<file path="src/rtl/hsfr_pkg.sv">
// ----------------------------------------------------------------------------
// hsfr_pkg
// Types and constants shared by the header-sync frame receiver files.
// ----------------------------------------------------------------------------
package hsfr_pkg;

  localparam int unsigned BYTE_W    = 8;
  localparam int unsigned SKIP_W    = 16;
  localparam int unsigned SUM_W     = 16;
  localparam int unsigned CFG_IDX_W = 2;
  localparam int unsigned CFG_DAT_W = 16;

  // Configuration register indexes
  typedef enum logic [CFG_IDX_W-1:0] {
    REG_HEADER_BYTE  = 2'd0,
    REG_FRAME_LENGTH = 2'd1,
    REG_SKIP_LIMIT   = 2'd2
  } cfg_reg_t;

  // Register values after reset
  localparam logic [BYTE_W-1:0] HEADER_BYTE_RST  = 8'd0;
  localparam logic [BYTE_W-1:0] FRAME_LENGTH_RST = 8'd31;
  localparam logic [SKIP_W-1:0] SKIP_LIMIT_RST   = 16'd100;

  // Shortest frame: header plus two trailer bytes
  localparam logic [BYTE_W-1:0] MIN_FRAME_LENGTH = 8'd3;

  typedef struct packed {
    logic [BYTE_W-1:0] frame_byte;
    logic [BYTE_W-1:0] byte_index;
    logic              frame_end;
    logic              checksum_bad;
    logic              forced_start;
  } out_item_t;

  // Handoff from the framing logic to the result buffer
  typedef struct packed {
    logic      valid;
    out_item_t item;
  } out_push_t;

endpackage

</file>
<file path="src/rtl/hsfr_in_if.sv">
// ----------------------------------------------------------------------------
// hsfr_in_if
// Received byte channel: valid/ready with one byte of payload.
// ----------------------------------------------------------------------------
interface hsfr_in_if;
  logic                        valid;
  logic                        ready;
  logic [hsfr_pkg::BYTE_W-1:0] rx_byte;

  modport source (output valid, output rx_byte, input ready);
  modport sink   (input valid, input rx_byte, output ready);
endinterface

</file>
<file path="src/rtl/hsfr_out_if.sv">
// ----------------------------------------------------------------------------
// hsfr_out_if
// Frame byte channel: valid/ready with the byte, its index and status flags.
// ----------------------------------------------------------------------------
interface hsfr_out_if;
  logic                        valid;
  logic                        ready;
  logic [hsfr_pkg::BYTE_W-1:0] frame_byte;
  logic [hsfr_pkg::BYTE_W-1:0] byte_index;
  logic                        frame_end;
  logic                        checksum_bad;
  logic                        forced_start;

  modport source (output valid, output frame_byte, output byte_index,
                  output frame_end, output checksum_bad, output forced_start,
                  input ready);
  modport sink   (input valid, input frame_byte, input byte_index,
                  input frame_end, input checksum_bad, input forced_start,
                  output ready);
endinterface

</file>
<file path="src/rtl/hsfr_cfg_if.sv">
// ----------------------------------------------------------------------------
// hsfr_cfg_if
// Configuration write channel: valid/ready with register index and data.
// ----------------------------------------------------------------------------
interface hsfr_cfg_if;
  logic                           valid;
  logic                           ready;
  logic [hsfr_pkg::CFG_IDX_W-1:0] index;
  logic [hsfr_pkg::CFG_DAT_W-1:0] data;

  modport source (output valid, output index, output data, input ready);
  modport sink   (input valid, input index, input data, output ready);
endinterface

</file>
<file path="src/rtl/hsfr_out_buf.sv">
// ----------------------------------------------------------------------------
// hsfr_out_buf
// Result register with a skid stage, so the source side keeps flowing
// while a finished transaction waits on the sink.
// ----------------------------------------------------------------------------
module hsfr_out_buf (
  input  logic                clk,
  input  logic                rst_n,
  input  hsfr_pkg::out_push_t push,
  output logic                push_ready,
  hsfr_out_if.source          out_ch
);

  logic                main_vld_r;
  logic                skid_vld_r;
  hsfr_pkg::out_item_t main_r;
  hsfr_pkg::out_item_t skid_r;
  logic                main_free;

  assign main_free  = !main_vld_r || out_ch.ready;
  assign push_ready = !skid_vld_r;

  always_ff @(posedge clk) begin
    if (!rst_n) begin
      main_vld_r <= 1'b0;
      skid_vld_r <= 1'b0;
    end else if (main_free) begin
      // Advance: skid moves up first to keep transaction order
      if (skid_vld_r) begin
        main_vld_r <= 1'b1;
        skid_vld_r <= push.valid;
      end else begin
        main_vld_r <= push.valid;
      end
    end else if (push.valid) begin
      skid_vld_r <= 1'b1;
    end
  end

  always_ff @(posedge clk) begin
    if (main_free) begin
      if (skid_vld_r) begin
        main_r <= skid_r;
        skid_r <= push.item;
      end else begin
        main_r <= push.item;
      end
    end else if (push.valid) begin
      skid_r <= push.item;
    end
  end

  assign out_ch.valid        = main_vld_r;
  assign out_ch.frame_byte   = main_r.frame_byte;
  assign out_ch.byte_index   = main_r.byte_index;
  assign out_ch.frame_end    = main_r.frame_end;
  assign out_ch.checksum_bad = main_r.checksum_bad;
  assign out_ch.forced_start = main_r.forced_start;

endmodule

</file>
<file path="src/rtl/header_sync_frame_receiver.sv">
// ----------------------------------------------------------------------------
// header_sync_frame_receiver
// Header-synchronised byte framer with an additive 16-bit checksum check.
// ----------------------------------------------------------------------------
// Bytes from a serial link enter one per transaction on in_ch. While hunting,
// a byte equal to header_byte opens a frame; if no header turns up, the byte
// on which the count of hunted bytes reaches skip_limit opens the frame
// anyway and every byte of that frame carries forced_start. Hunted bytes that
// open nothing give no output. Each of the frame_length frame bytes (header,
// payload, big-endian 16-bit trailer) leaves on out_ch with its index. A
// wrapping 16-bit sum covers every byte but the trailer; on the last byte it
// is compared with the trailer and checksum_bad reports a mismatch, then the
// block goes back to hunting. frame_length below 3 acts as 3; skip_limit 0
// acts as 1. Rate: one byte per clock cycle while in_ch.ready is high. The
// result is registered; all per-byte work (one compare chain and one 16-bit
// add) sits between the input handshake and the result register. The result
// register has a skid stage behind it, so in_ch.ready drops only when two
// results are held back by the sink. Write configuration only while idle.
// ----------------------------------------------------------------------------
module header_sync_frame_receiver (
  input  logic       clk,
  input  logic       rst_n,
  hsfr_cfg_if.sink   cfg_ch,
  hsfr_in_if.sink    in_ch,
  hsfr_out_if.source out_ch
);

  // Configuration registers
  logic [hsfr_pkg::BYTE_W-1:0] header_byte_r;
  logic [hsfr_pkg::BYTE_W-1:0] frame_length_r;
  logic [hsfr_pkg::SKIP_W-1:0] skip_limit_r;

  // Framing state
  logic                        collecting_r,   collecting_nxt;
  logic [hsfr_pkg::SKIP_W-1:0] skip_count_r,   skip_count_nxt;
  logic [hsfr_pkg::BYTE_W-1:0] byte_count_r,   byte_count_nxt;
  logic [hsfr_pkg::SUM_W-1:0]  running_sum_r,  running_sum_nxt;
  logic [hsfr_pkg::BYTE_W-1:0] trailer_high_r, trailer_high_nxt;
  logic                        start_forced_r, start_forced_nxt;

  logic                        in_fire;
  logic                        push_ready;
  hsfr_pkg::out_push_t         push;

  logic [hsfr_pkg::BYTE_W-1:0] len_eff;
  logic [hsfr_pkg::BYTE_W-1:0] len_m2;
  logic [hsfr_pkg::SKIP_W-1:0] lim_eff;
  logic [hsfr_pkg::SKIP_W:0]   skip_inc;
  logic                        hdr_match;
  logic [hsfr_pkg::SUM_W-1:0]  trailer;

  // Configuration port never stalls
  assign cfg_ch.ready = 1'b1;

  always_ff @(posedge clk) begin
    if (!rst_n) begin
      header_byte_r  <= hsfr_pkg::HEADER_BYTE_RST;
      frame_length_r <= hsfr_pkg::FRAME_LENGTH_RST;
      skip_limit_r   <= hsfr_pkg::SKIP_LIMIT_RST;
    end else if (cfg_ch.valid) begin
      case (hsfr_pkg::cfg_reg_t'(cfg_ch.index))
        hsfr_pkg::REG_HEADER_BYTE:  header_byte_r  <= cfg_ch.data[hsfr_pkg::BYTE_W-1:0];
        hsfr_pkg::REG_FRAME_LENGTH: frame_length_r <= cfg_ch.data[hsfr_pkg::BYTE_W-1:0];
        hsfr_pkg::REG_SKIP_LIMIT:   skip_limit_r   <= cfg_ch.data[hsfr_pkg::SKIP_W-1:0];
        default: ; // unmapped index: drop the write
      endcase
    end
  end

  assign in_ch.ready = push_ready;
  assign in_fire     = in_ch.valid && push_ready;

  // Clamp the configured values to their working range
  assign len_eff  = (frame_length_r < hsfr_pkg::MIN_FRAME_LENGTH)
                    ? hsfr_pkg::MIN_FRAME_LENGTH : frame_length_r;
  assign len_m2   = len_eff - hsfr_pkg::BYTE_W'(2);
  assign lim_eff  = (skip_limit_r == '0) ? hsfr_pkg::SKIP_W'(1) : skip_limit_r;
  assign skip_inc = {1'b0, skip_count_r} + (hsfr_pkg::SKIP_W+1)'(1);
  assign hdr_match = (in_ch.rx_byte == header_byte_r);
  assign trailer   = {trailer_high_r, in_ch.rx_byte};

  always_comb begin
    collecting_nxt   = collecting_r;
    skip_count_nxt   = skip_count_r;
    byte_count_nxt   = byte_count_r;
    running_sum_nxt  = running_sum_r;
    trailer_high_nxt = trailer_high_r;
    start_forced_nxt = start_forced_r;

    push.valid             = 1'b0;
    push.item.frame_byte   = in_ch.rx_byte;
    push.item.byte_index   = byte_count_r;
    push.item.frame_end    = 1'b0;
    push.item.checksum_bad = 1'b0;
    push.item.forced_start = start_forced_r;

    if (in_fire) begin
      if (!collecting_r) begin
        if (!hdr_match && (skip_inc < {1'b0, lim_eff})) begin
          // Still hunting: count the byte, no result
          skip_count_nxt = skip_inc[hsfr_pkg::SKIP_W-1:0];
        end else begin
          // Open a frame on a header match or on the limit byte
          push.valid             = 1'b1;
          push.item.byte_index   = '0;
          push.item.forced_start = !hdr_match;
          start_forced_nxt       = !hdr_match;
          collecting_nxt         = 1'b1;
          skip_count_nxt         = '0;
          byte_count_nxt         = hsfr_pkg::BYTE_W'(1);
          running_sum_nxt        = {{(hsfr_pkg::SUM_W-hsfr_pkg::BYTE_W){1'b0}},
                                    in_ch.rx_byte};
          trailer_high_nxt       = '0;
        end
      end else begin
        push.valid = 1'b1;
        if (byte_count_r < len_m2) begin
          // Payload byte: add into the running sum
          running_sum_nxt = running_sum_r +
                            {{(hsfr_pkg::SUM_W-hsfr_pkg::BYTE_W){1'b0}}, in_ch.rx_byte};
          byte_count_nxt  = byte_count_r + hsfr_pkg::BYTE_W'(1);
        end else if (byte_count_r == len_m2) begin
          // High trailer byte: hold it for the final compare
          trailer_high_nxt = in_ch.rx_byte;
          byte_count_nxt   = byte_count_r + hsfr_pkg::BYTE_W'(1);
        end else begin
          // Last byte: check the trailer and go back to hunting
          push.item.frame_end    = 1'b1;
          push.item.checksum_bad = (trailer != running_sum_r);
          collecting_nxt         = 1'b0;
          skip_count_nxt         = '0;
          byte_count_nxt         = '0;
          running_sum_nxt        = '0;
          trailer_high_nxt       = '0;
          start_forced_nxt       = 1'b0;
        end
      end
    end
  end

  always_ff @(posedge clk) begin
    if (!rst_n) begin
      collecting_r   <= 1'b0;
      skip_count_r   <= '0;
      byte_count_r   <= '0;
      running_sum_r  <= '0;
      trailer_high_r <= '0;
      start_forced_r <= 1'b0;
    end else begin
      collecting_r   <= collecting_nxt;
      skip_count_r   <= skip_count_nxt;
      byte_count_r   <= byte_count_nxt;
      running_sum_r  <= running_sum_nxt;
      trailer_high_r <= trailer_high_nxt;
      start_forced_r <= start_forced_nxt;
    end
  end

  hsfr_out_buf u_out_buf (
    .clk        (clk),
    .rst_n      (rst_n),
    .push       (push),
    .push_ready (push_ready),
    .out_ch     (out_ch)
  );

endmodule

</file>
<file path="src/flat_wrapper.sv">
// flat-port wrapper written by rule: the top's interface ports become plain ports
module header_sync_frame_receiver_flat 
  (clk, rst_n, cfg_ch_valid, cfg_ch_index, cfg_ch_data, cfg_ch_ready, in_ch_valid, in_ch_rx_byte, in_ch_ready, out_ch_valid, out_ch_frame_byte, out_ch_byte_index, out_ch_frame_end, out_ch_checksum_bad, out_ch_forced_start, out_ch_ready);
  hsfr_cfg_if cfg_ch_i ();
  hsfr_in_if in_ch_i ();
  hsfr_out_if out_ch_i ();
  input  logic clk;
  input  logic rst_n;
  input wire logic [$bits(cfg_ch_i.valid)-1:0] cfg_ch_valid;
  input wire logic [$bits(cfg_ch_i.index)-1:0] cfg_ch_index;
  input wire logic [$bits(cfg_ch_i.data)-1:0] cfg_ch_data;
  output wire logic [$bits(cfg_ch_i.ready)-1:0] cfg_ch_ready;
  input wire logic [$bits(in_ch_i.valid)-1:0] in_ch_valid;
  input wire logic [$bits(in_ch_i.rx_byte)-1:0] in_ch_rx_byte;
  output wire logic [$bits(in_ch_i.ready)-1:0] in_ch_ready;
  output wire logic [$bits(out_ch_i.valid)-1:0] out_ch_valid;
  output wire logic [$bits(out_ch_i.frame_byte)-1:0] out_ch_frame_byte;
  output wire logic [$bits(out_ch_i.byte_index)-1:0] out_ch_byte_index;
  output wire logic [$bits(out_ch_i.frame_end)-1:0] out_ch_frame_end;
  output wire logic [$bits(out_ch_i.checksum_bad)-1:0] out_ch_checksum_bad;
  output wire logic [$bits(out_ch_i.forced_start)-1:0] out_ch_forced_start;
  input wire logic [$bits(out_ch_i.ready)-1:0] out_ch_ready;
  assign cfg_ch_i.valid = cfg_ch_valid;
  assign cfg_ch_i.index = cfg_ch_index;
  assign cfg_ch_i.data = cfg_ch_data;
  assign cfg_ch_ready = cfg_ch_i.ready;
  assign in_ch_i.valid = in_ch_valid;
  assign in_ch_i.rx_byte = in_ch_rx_byte;
  assign in_ch_ready = in_ch_i.ready;
  assign out_ch_valid = out_ch_i.valid;
  assign out_ch_frame_byte = out_ch_i.frame_byte;
  assign out_ch_byte_index = out_ch_i.byte_index;
  assign out_ch_frame_end = out_ch_i.frame_end;
  assign out_ch_checksum_bad = out_ch_i.checksum_bad;
  assign out_ch_forced_start = out_ch_i.forced_start;
  assign out_ch_i.ready = out_ch_ready;
  header_sync_frame_receiver u_core (.clk(clk), .rst_n(rst_n), .cfg_ch(cfg_ch_i), .in_ch(in_ch_i), .out_ch(out_ch_i));
endmodule
</file>
<file path="config.mk">
export PLATFORM = sky130hd
export DESIGN_NAME = header_sync_frame_receiver_flat
export DESIGN_NICKNAME = d
export VERILOG_FILES = /design/src/rtl/hsfr_pkg.sv /design/src/rtl/hsfr_in_if.sv /design/src/rtl/hsfr_out_if.sv /design/src/rtl/hsfr_cfg_if.sv /design/src/rtl/hsfr_out_buf.sv /design/src/rtl/header_sync_frame_receiver.sv /design/src/flat_wrapper.sv
export SDC_FILE = /design/constraint.sdc
export NUM_CORES = 1
export LEC_CHECK = 0
export BUFFER_PORTS_ARGS = -buffer_cell sky130_fd_sc_hd__buf_2
export CAP_MARGIN = 5
export CORE_MARGIN = 2
export CORE_UTILIZATION = 45
export DETAILED_ROUTE_END_ITERATION = 8
export SYNTH_ARGS = -nofsm -noshare
export SYNTH_HDL_FRONTEND = slang
export SYNTH_SLANG_ARGS = --single-unit
</file>
<file path="constraint.sdc">
create_clock -name clk -period 5.7 [get_ports clk]
set_clock_uncertainty 0.15 [all_clocks]
set_input_delay 1.71 -clock clk [delete_from_list [all_inputs] [get_ports clk]]
set_output_delay 1.71 -clock clk [all_outputs]
set_load 0.01 [all_outputs]
</file>
-- Word level (Yosys, flattened, before mapping)
Cells that the tools add are included.
Widths: inputs -> output; s select.
- register bits: 122
- bits of input ports: 31
- output and inout port bits: 22
- word-level logic and storage cells: 97
- $add $sub $neg: 4
- $lt $le $gt $ge: 3
- equality and inequality tests: 10
- multiplexer cells: 42
- reductions and logical operators: 17
- operator list (cell ; number):
    $mux 16 ; 8
    $mux 8 ; 11
    $mux 19 ; 4
    $add 16x1->17 const B ; 1
    $lt 17x16->1 ; 1
    $add 16x8->16 ; 1
    $eq 8x8->1 ; 2
    $logic_not 16->1 ; 1
    $ne 16x16->1 ; 1
    $mux 1 ; 15
    $mux 11 ; 1
    $reduce_and 2->1 ; 5
    $reduce_and 3->1 ; 3
    $add 8x1->8 const B ; 1
    $lt 8x2->1 const B ; 1
    $lt 8x8->1 ; 1
    $sub 8x2->8 const B ; 1
    $mux 2 ; 3
    $ne 2x2->1 const B ; 3
    $logic_not 1->1 ; 3
    $ne 3x3->1 const B ; 1
    $eq 2x1->1 const B ; 1
    $eq 2x2->1 const B ; 1
    $logic_and 1x1->1 ; 2
    4 further kinds ; 4

-- Longest topological paths before layout
- depth after elaboration: 10
- depth in mapped cells: 17
- depth with buffers taken out: 15

-- Modules after synthesis
A second synthesis with hierarchy kept.
- cells, all modules: 669
- area, all modules: 6451.2 um^2
- modules (own cells, without submodules) (module ; times used ; cells each ; area each (um^2) ; sequential area each (um^2)):
    header_sync_frame_receiver ; 1 ; 599 ; 4978.5 ; 1641.6
    hsfr_out_buf ; 1 ; 70 ; 1472.7 ; 1181.1

-- Worst setup path after synthesis
Ideal clock, no wire load.
- path kind: register to register
- from: reg u_core.skip_count_r[0] in the netlist's numbering
- to: reg u_core.u_out_buf.skid_r[0] in the netlist's numbering, enable pin
- library setup time: 425 ps
- data arrival time: 4481 ps
- data required time: 5125 ps
- path slack: 644 ps
- stages on the path, launching flop included: 14
- path buffers: 2
- clock period less this slack: 5056 ps
- cell sequence: dfxtp_1 -> ha_1 -> nand3_1 -> nor3_4 -> nand3_1 -> xnor2_1 -> ha_1 -> nand3_1 -> or4_1 -> a21oi_4 -> nor2_2 -> clkbuf_1 -> buf_2 -> o31ai_1
- cells in the longest elaborated chain, start to end: 8
- ends and longest elaborated chain (element ; line ; RTL):
    start: declaration ; header_sync_frame_receiver.sv:35 ; logic [hsfr_pkg::SKIP_W-1:0] skip_count_r, skip_count_nxt;
    start signal: assignment ; header_sync_frame_receiver.sv:151 ; skip_count_r <= skip_count_nxt;
    $add 16x1->17 ; header_sync_frame_receiver.sv:78 ; assign skip_inc = {1'b0, skip_count_r} + (hsfr_pkg::SKIP_W+1)'(1);
    $lt 17x16->1 ; header_sync_frame_receiver.sv:99 ; if (!hdr_match && (skip_inc < {1'b0, lim_eff})) begin
    $logic_and 1x1->1 ; header_sync_frame_receiver.sv:99 ;
    $mux 1 ; header_sync_frame_receiver.sv:99 ;
    $mux 1 ; header_sync_frame_receiver.sv:98 ; if (!collecting_r) begin
    $mux 1 ; header_sync_frame_receiver.sv:97 ; if (in_fire) begin
    $reduce_bool 2->1 (no source line) ; - ;
    $reduce_and 2->1 (no source line) ; - ;
    end signal: assignment ; hsfr_out_buf.sv:44 ; skid_r <= push.item;
    end signal: assignment ; hsfr_out_buf.sv:49 ; skid_r <= push.item;
    end: declaration ; hsfr_out_buf.sv:17 ; hsfr_pkg::out_item_t skid_r;
Every way passes these cells.
A chain may end at the register's enable or synchronous reset.

-- Final worst setup path
- from: reg u_core.skip_count_r[0] in the netlist's numbering
- to: reg u_core.u_out_buf.skid_r[16] in the netlist's numbering, enable pin
Same word-level chain as after synthesis.

==> summary.txt <==
Status
  • Status: completed

Detailed routing
  • Drc violations: 0
  • Met2 wire length: 7.09 mm
  • DRT iter0 DRCs: 408
  • Vias/cell: 5.72
  • Met1 wire length: 7.87 mm
  • DR WL/cell: 17.3 um
  • Highest routed layer: met4
  • Via count: 5382
  • DR WL met3: 1.05 mm
  • Final WL: 16.3 mm
  • DRT Pass-1 Iters: 5
  • ANT nets after route: 0

Yosys
  • Syn Inst Count: 705
  • Primary FF master, synth: dfxtp_1
  • Syn. warnings: 0
  • Seq/Total Area, Yosys: 43.5%
  • Yosys top cell area share: 25.9%
  • Synthesized cell area: 6480 um^2
  • Synth Net Count: 771
  • Most common cell in the netlist: nand2_1
  • Largest cells by area after synthesis: dfxtp_1, edfxtp_1, ha_1, nand2_1, a21oi_1
  • Distinct cells, synth: 61
  • Yosys reg bits: 122
  • Area leader, netlist: dfxtp_1
  • Share of flip-flops with an asynchronous set or reset: 0%
  • Most frequent cells after synthesis: nand2_1, dfxtp_1, a21oi_1
  • Post-synth EDFFs: 38
  • Avg Inst Size Synth: 9.20 um^2

Place
  • Pre-CTS WS: 1.10 ns
  • Post-DP HPWL: 11.8 mm
  • Routability cong.: 0.868
  • Cell Count Post-Placement: 909
  • Port Buffers: 51

Flow run
  • Number of max-cap violations: 0

Setup path
  • Most frequent cell on the critical path: nand3_1
  • WP buf/inv: 1
  • Critical Path RT: 5.67 ns
  • Critical path peak fanout: 11
  • Crit end category: register
  • Arr. time, crit path: 4.51 ns
  • Slowest cell on crit path: o31ai_2
  • Startpoint type of the worst setup path: register
  • CP peak stage delay: 0.64 ns
  • CP delay by family, top: simple AND/OR/NAND/NOR gates
  • Cell Chain, Critical Path: nand3_1 > nor2_1 > nand3_1 > nor2_1 > xor2_1 > ha_1 > nand3_1 > or4_1 > a21oi_4 > nor2_2 > o31ai_2 > buf_4
  • Critical path type: reg2reg

GRT
  • Initial antenna violation count: 0
  • Total GRT Usage: 22.9%
  • Global-route wire length before repair: 26.8 mm
  • Total grt overflow: 0
  • Largest net degree at the start of global routing: 54
  • Number of global-route vias before repair: 5116

Cells and area
  • Layout cell share with drive strength beyond 1: 15.4%
  • # fillers: 1324
  • Non-Filler Instances: 941
  • Synth-to-Final Area Change: 15.6%
  • Ant diodes: 0
  • Fin nets: 814

CTS
  • Post-CTS Setup Inserts: 0
  • H-tree levels: 4
  • Clock buffer count from CTS: 17
  • CTS tree: done
  • CTS Buffer Depth: 2
  • Clock-pin slew on the worst setup and hold paths: 0.06 ns
  • Root Buffer: clkbuf_16
  • Clk_lat worst skew: 0.42 ns
  • Sink Count: 122
  • CTS Hold Bufs: 0
  • CTS resizes: 0

Floorplanning
  • Starting Density: 46.4%
  • Die ar.: 15400 um^2
  • Num ports: 53
  • Chip width: 124 um
  • Die H: 124 um
  • Core Region: 14000 um^2
  • Row Count: 43

Power and ir drop
  • PwrDens: 288 nW/um^2
  • Clock share of power: 52.0%
  • Leakage: 2.95 nW
  • VDD IR max: 0.214 mV
  • Int Pwr: 1.65 mW
  • Sequential Power Share: 42.5%
  • Net Switching: 513 uW
  • Switch share: 23.7%
  • Combinational group share of total power: 5.6%

Timing
  • Fmax: 220 MHz
  • Worst setup margin: 1.16 ns
  • Tightest Pin Transition: 1.03 ns
  • Relative slew slack: 31.6%
  • Min Hold Slack: 0.310 ns
  • Final setup vio count: 0
  • Final Critical Period: 4.54 ns
  • Setup TNS after final layout: 0 ns
  • Final period util: 79.7%
  • RSZ-0062 raised after global routing: false
  • Final Hold Vio Count: 0
  • Final Max Slew Viols: 0

Min path
  • HP Class: reg2reg
[layout by cell type (no fill, tap or decap), drive strengths merged, types with 3 or more instances in the layout]
master,count
mux2i,16
o2111ai,4
and2,12
nor3,11
or3,8
nand4b,4
edfxtp,38
and4,3
inv,33
a21o,4
nor2b,5
a311oi,6
bufinv,3
and3,11
buf,59
o21ai,16
nand2,97
xor2,23
clkinv,5
xnor2,23
ha,34
a211oi,7
nor2,33
clkbuf,17
mux2,16
or4,12
a21oi,62
a31oi,6
o31ai,7
nor3b,3
o211ai,9
nor4,8
nand3,47
nand4,11
dfxtp,84
[layer usage]
layer  GRT usage, %  vias to the layer above
li1               -                     2644
met1           33.1                     2533
met2           33.5                      184
met3           4.40                       21
met4           8.99                        0
met5              0                        -
[sequential cells by signal, indices dropped and copies added (netlist names)]
signal	count
u_core.byte_count_r	8
u_core.collecting_r	1
u_core.frame_length_r	8
u_core.header_byte_r	8
u_core.running_sum_r	16
u_core.skip_count_r	16
u_core.skip_limit_r	16
u_core.start_forced_r	1
u_core.trailer_high_r	8
u_core.u_out_buf.out_ch.byte_index	8
u_core.u_out_buf.out_ch.checksum_bad	1
u_core.u_out_buf.out_ch.forced_start	1
u_core.u_out_buf.out_ch.frame_byte	8
u_core.u_out_buf.out_ch.frame_end	1
u_core.u_out_buf.out_ch.valid	1
u_core.u_out_buf.skid_r	19
u_core.u_out_buf.skid_vld_r	1
[logic make-up after synthesis]
| kind of cell | count (synthesis) | synth area share [%] |
|---|---|---|
| DFF | 122 | 43.5 |
| adders and majority gates | 35 | 6.87 |
| muxes | 32 | 5.25 |
| AOI/OAI and AO/OA | 131 | 12.7 |
| xor gates and xnor gates | 46 | 6.21 |
| other | 1 | 0.0578 |
| and+or+nand+nor | 275 | 21.5 |
| buffers and inverters | 63 | 3.94 |
[path summary, 6_finish.rpt]
check | startpoint | endpoint | slack [ns] | cells past startpoint
setup / recovery | u_core.skip_count_r[0] | u_core.u_out_buf.skid_r[16] | 1.16 | 12
hold / removal | u_core.skip_limit_r[0] | u_core.skip_limit_r[0] | 0.31 | 2
hold reg to reg | u_core.skip_limit_r[0] | u_core.skip_limit_r[0] | 0.31 | 2
setup reg to reg | u_core.skip_count_r[0] | u_core.u_out_buf.skid_r[16] | 1.16 | 12
[area by class of cell]
class,instances,area [um^2],area share [%]
Sequential cell,122,2820,37.7
Clock buffer,17,425,5.68
Timing Repair Buffer,59,315,4.21
Clock inverter,15,190,2.54
Tap cell,180,225,3.00
Inverter,28,105,1.40
Multi-Input combinational cell,520,3410,45.5
[through the flow]
step                      utilization [%]  total power [mW]  cell area [um^2]
after floorplan                         -              1.01              6480
after global placement               49.2              1.05              6880
after detailed placement             49.2              1.05              6880
after CTS                            53.6              2.18              7500
after global routing                 53.6              2.23              7500
final                                53.6              2.16              7500
[power by group through the flow]
stage	Combinational, mW	Sequential, mW	Clock, mW
global route	0.135	0.918	1.18
floorplan	0.0734	0.934	0
CTS	0.120	0.917	1.14
finish	0.120	0.917	1.12
global placement	0.116	0.935	0
detailed placement	0.119	0.936	0
[worst register-to-register path: stages (launching register included)]
cell	delay [ns]
dfxtp_1	0.43
nand3_1	0.20
nor2_1	0.39
nand3_1	0.21
nor2_1	0.17
xor2_1	0.30
ha_1	0.26
nand3_1	0.12
or4_1	0.59
a21oi_4	0.27
nor2_2	0.15
o31ai_2	0.64
buf_4	0.34
Note: power is estimated with default switching activity, not from simulation.
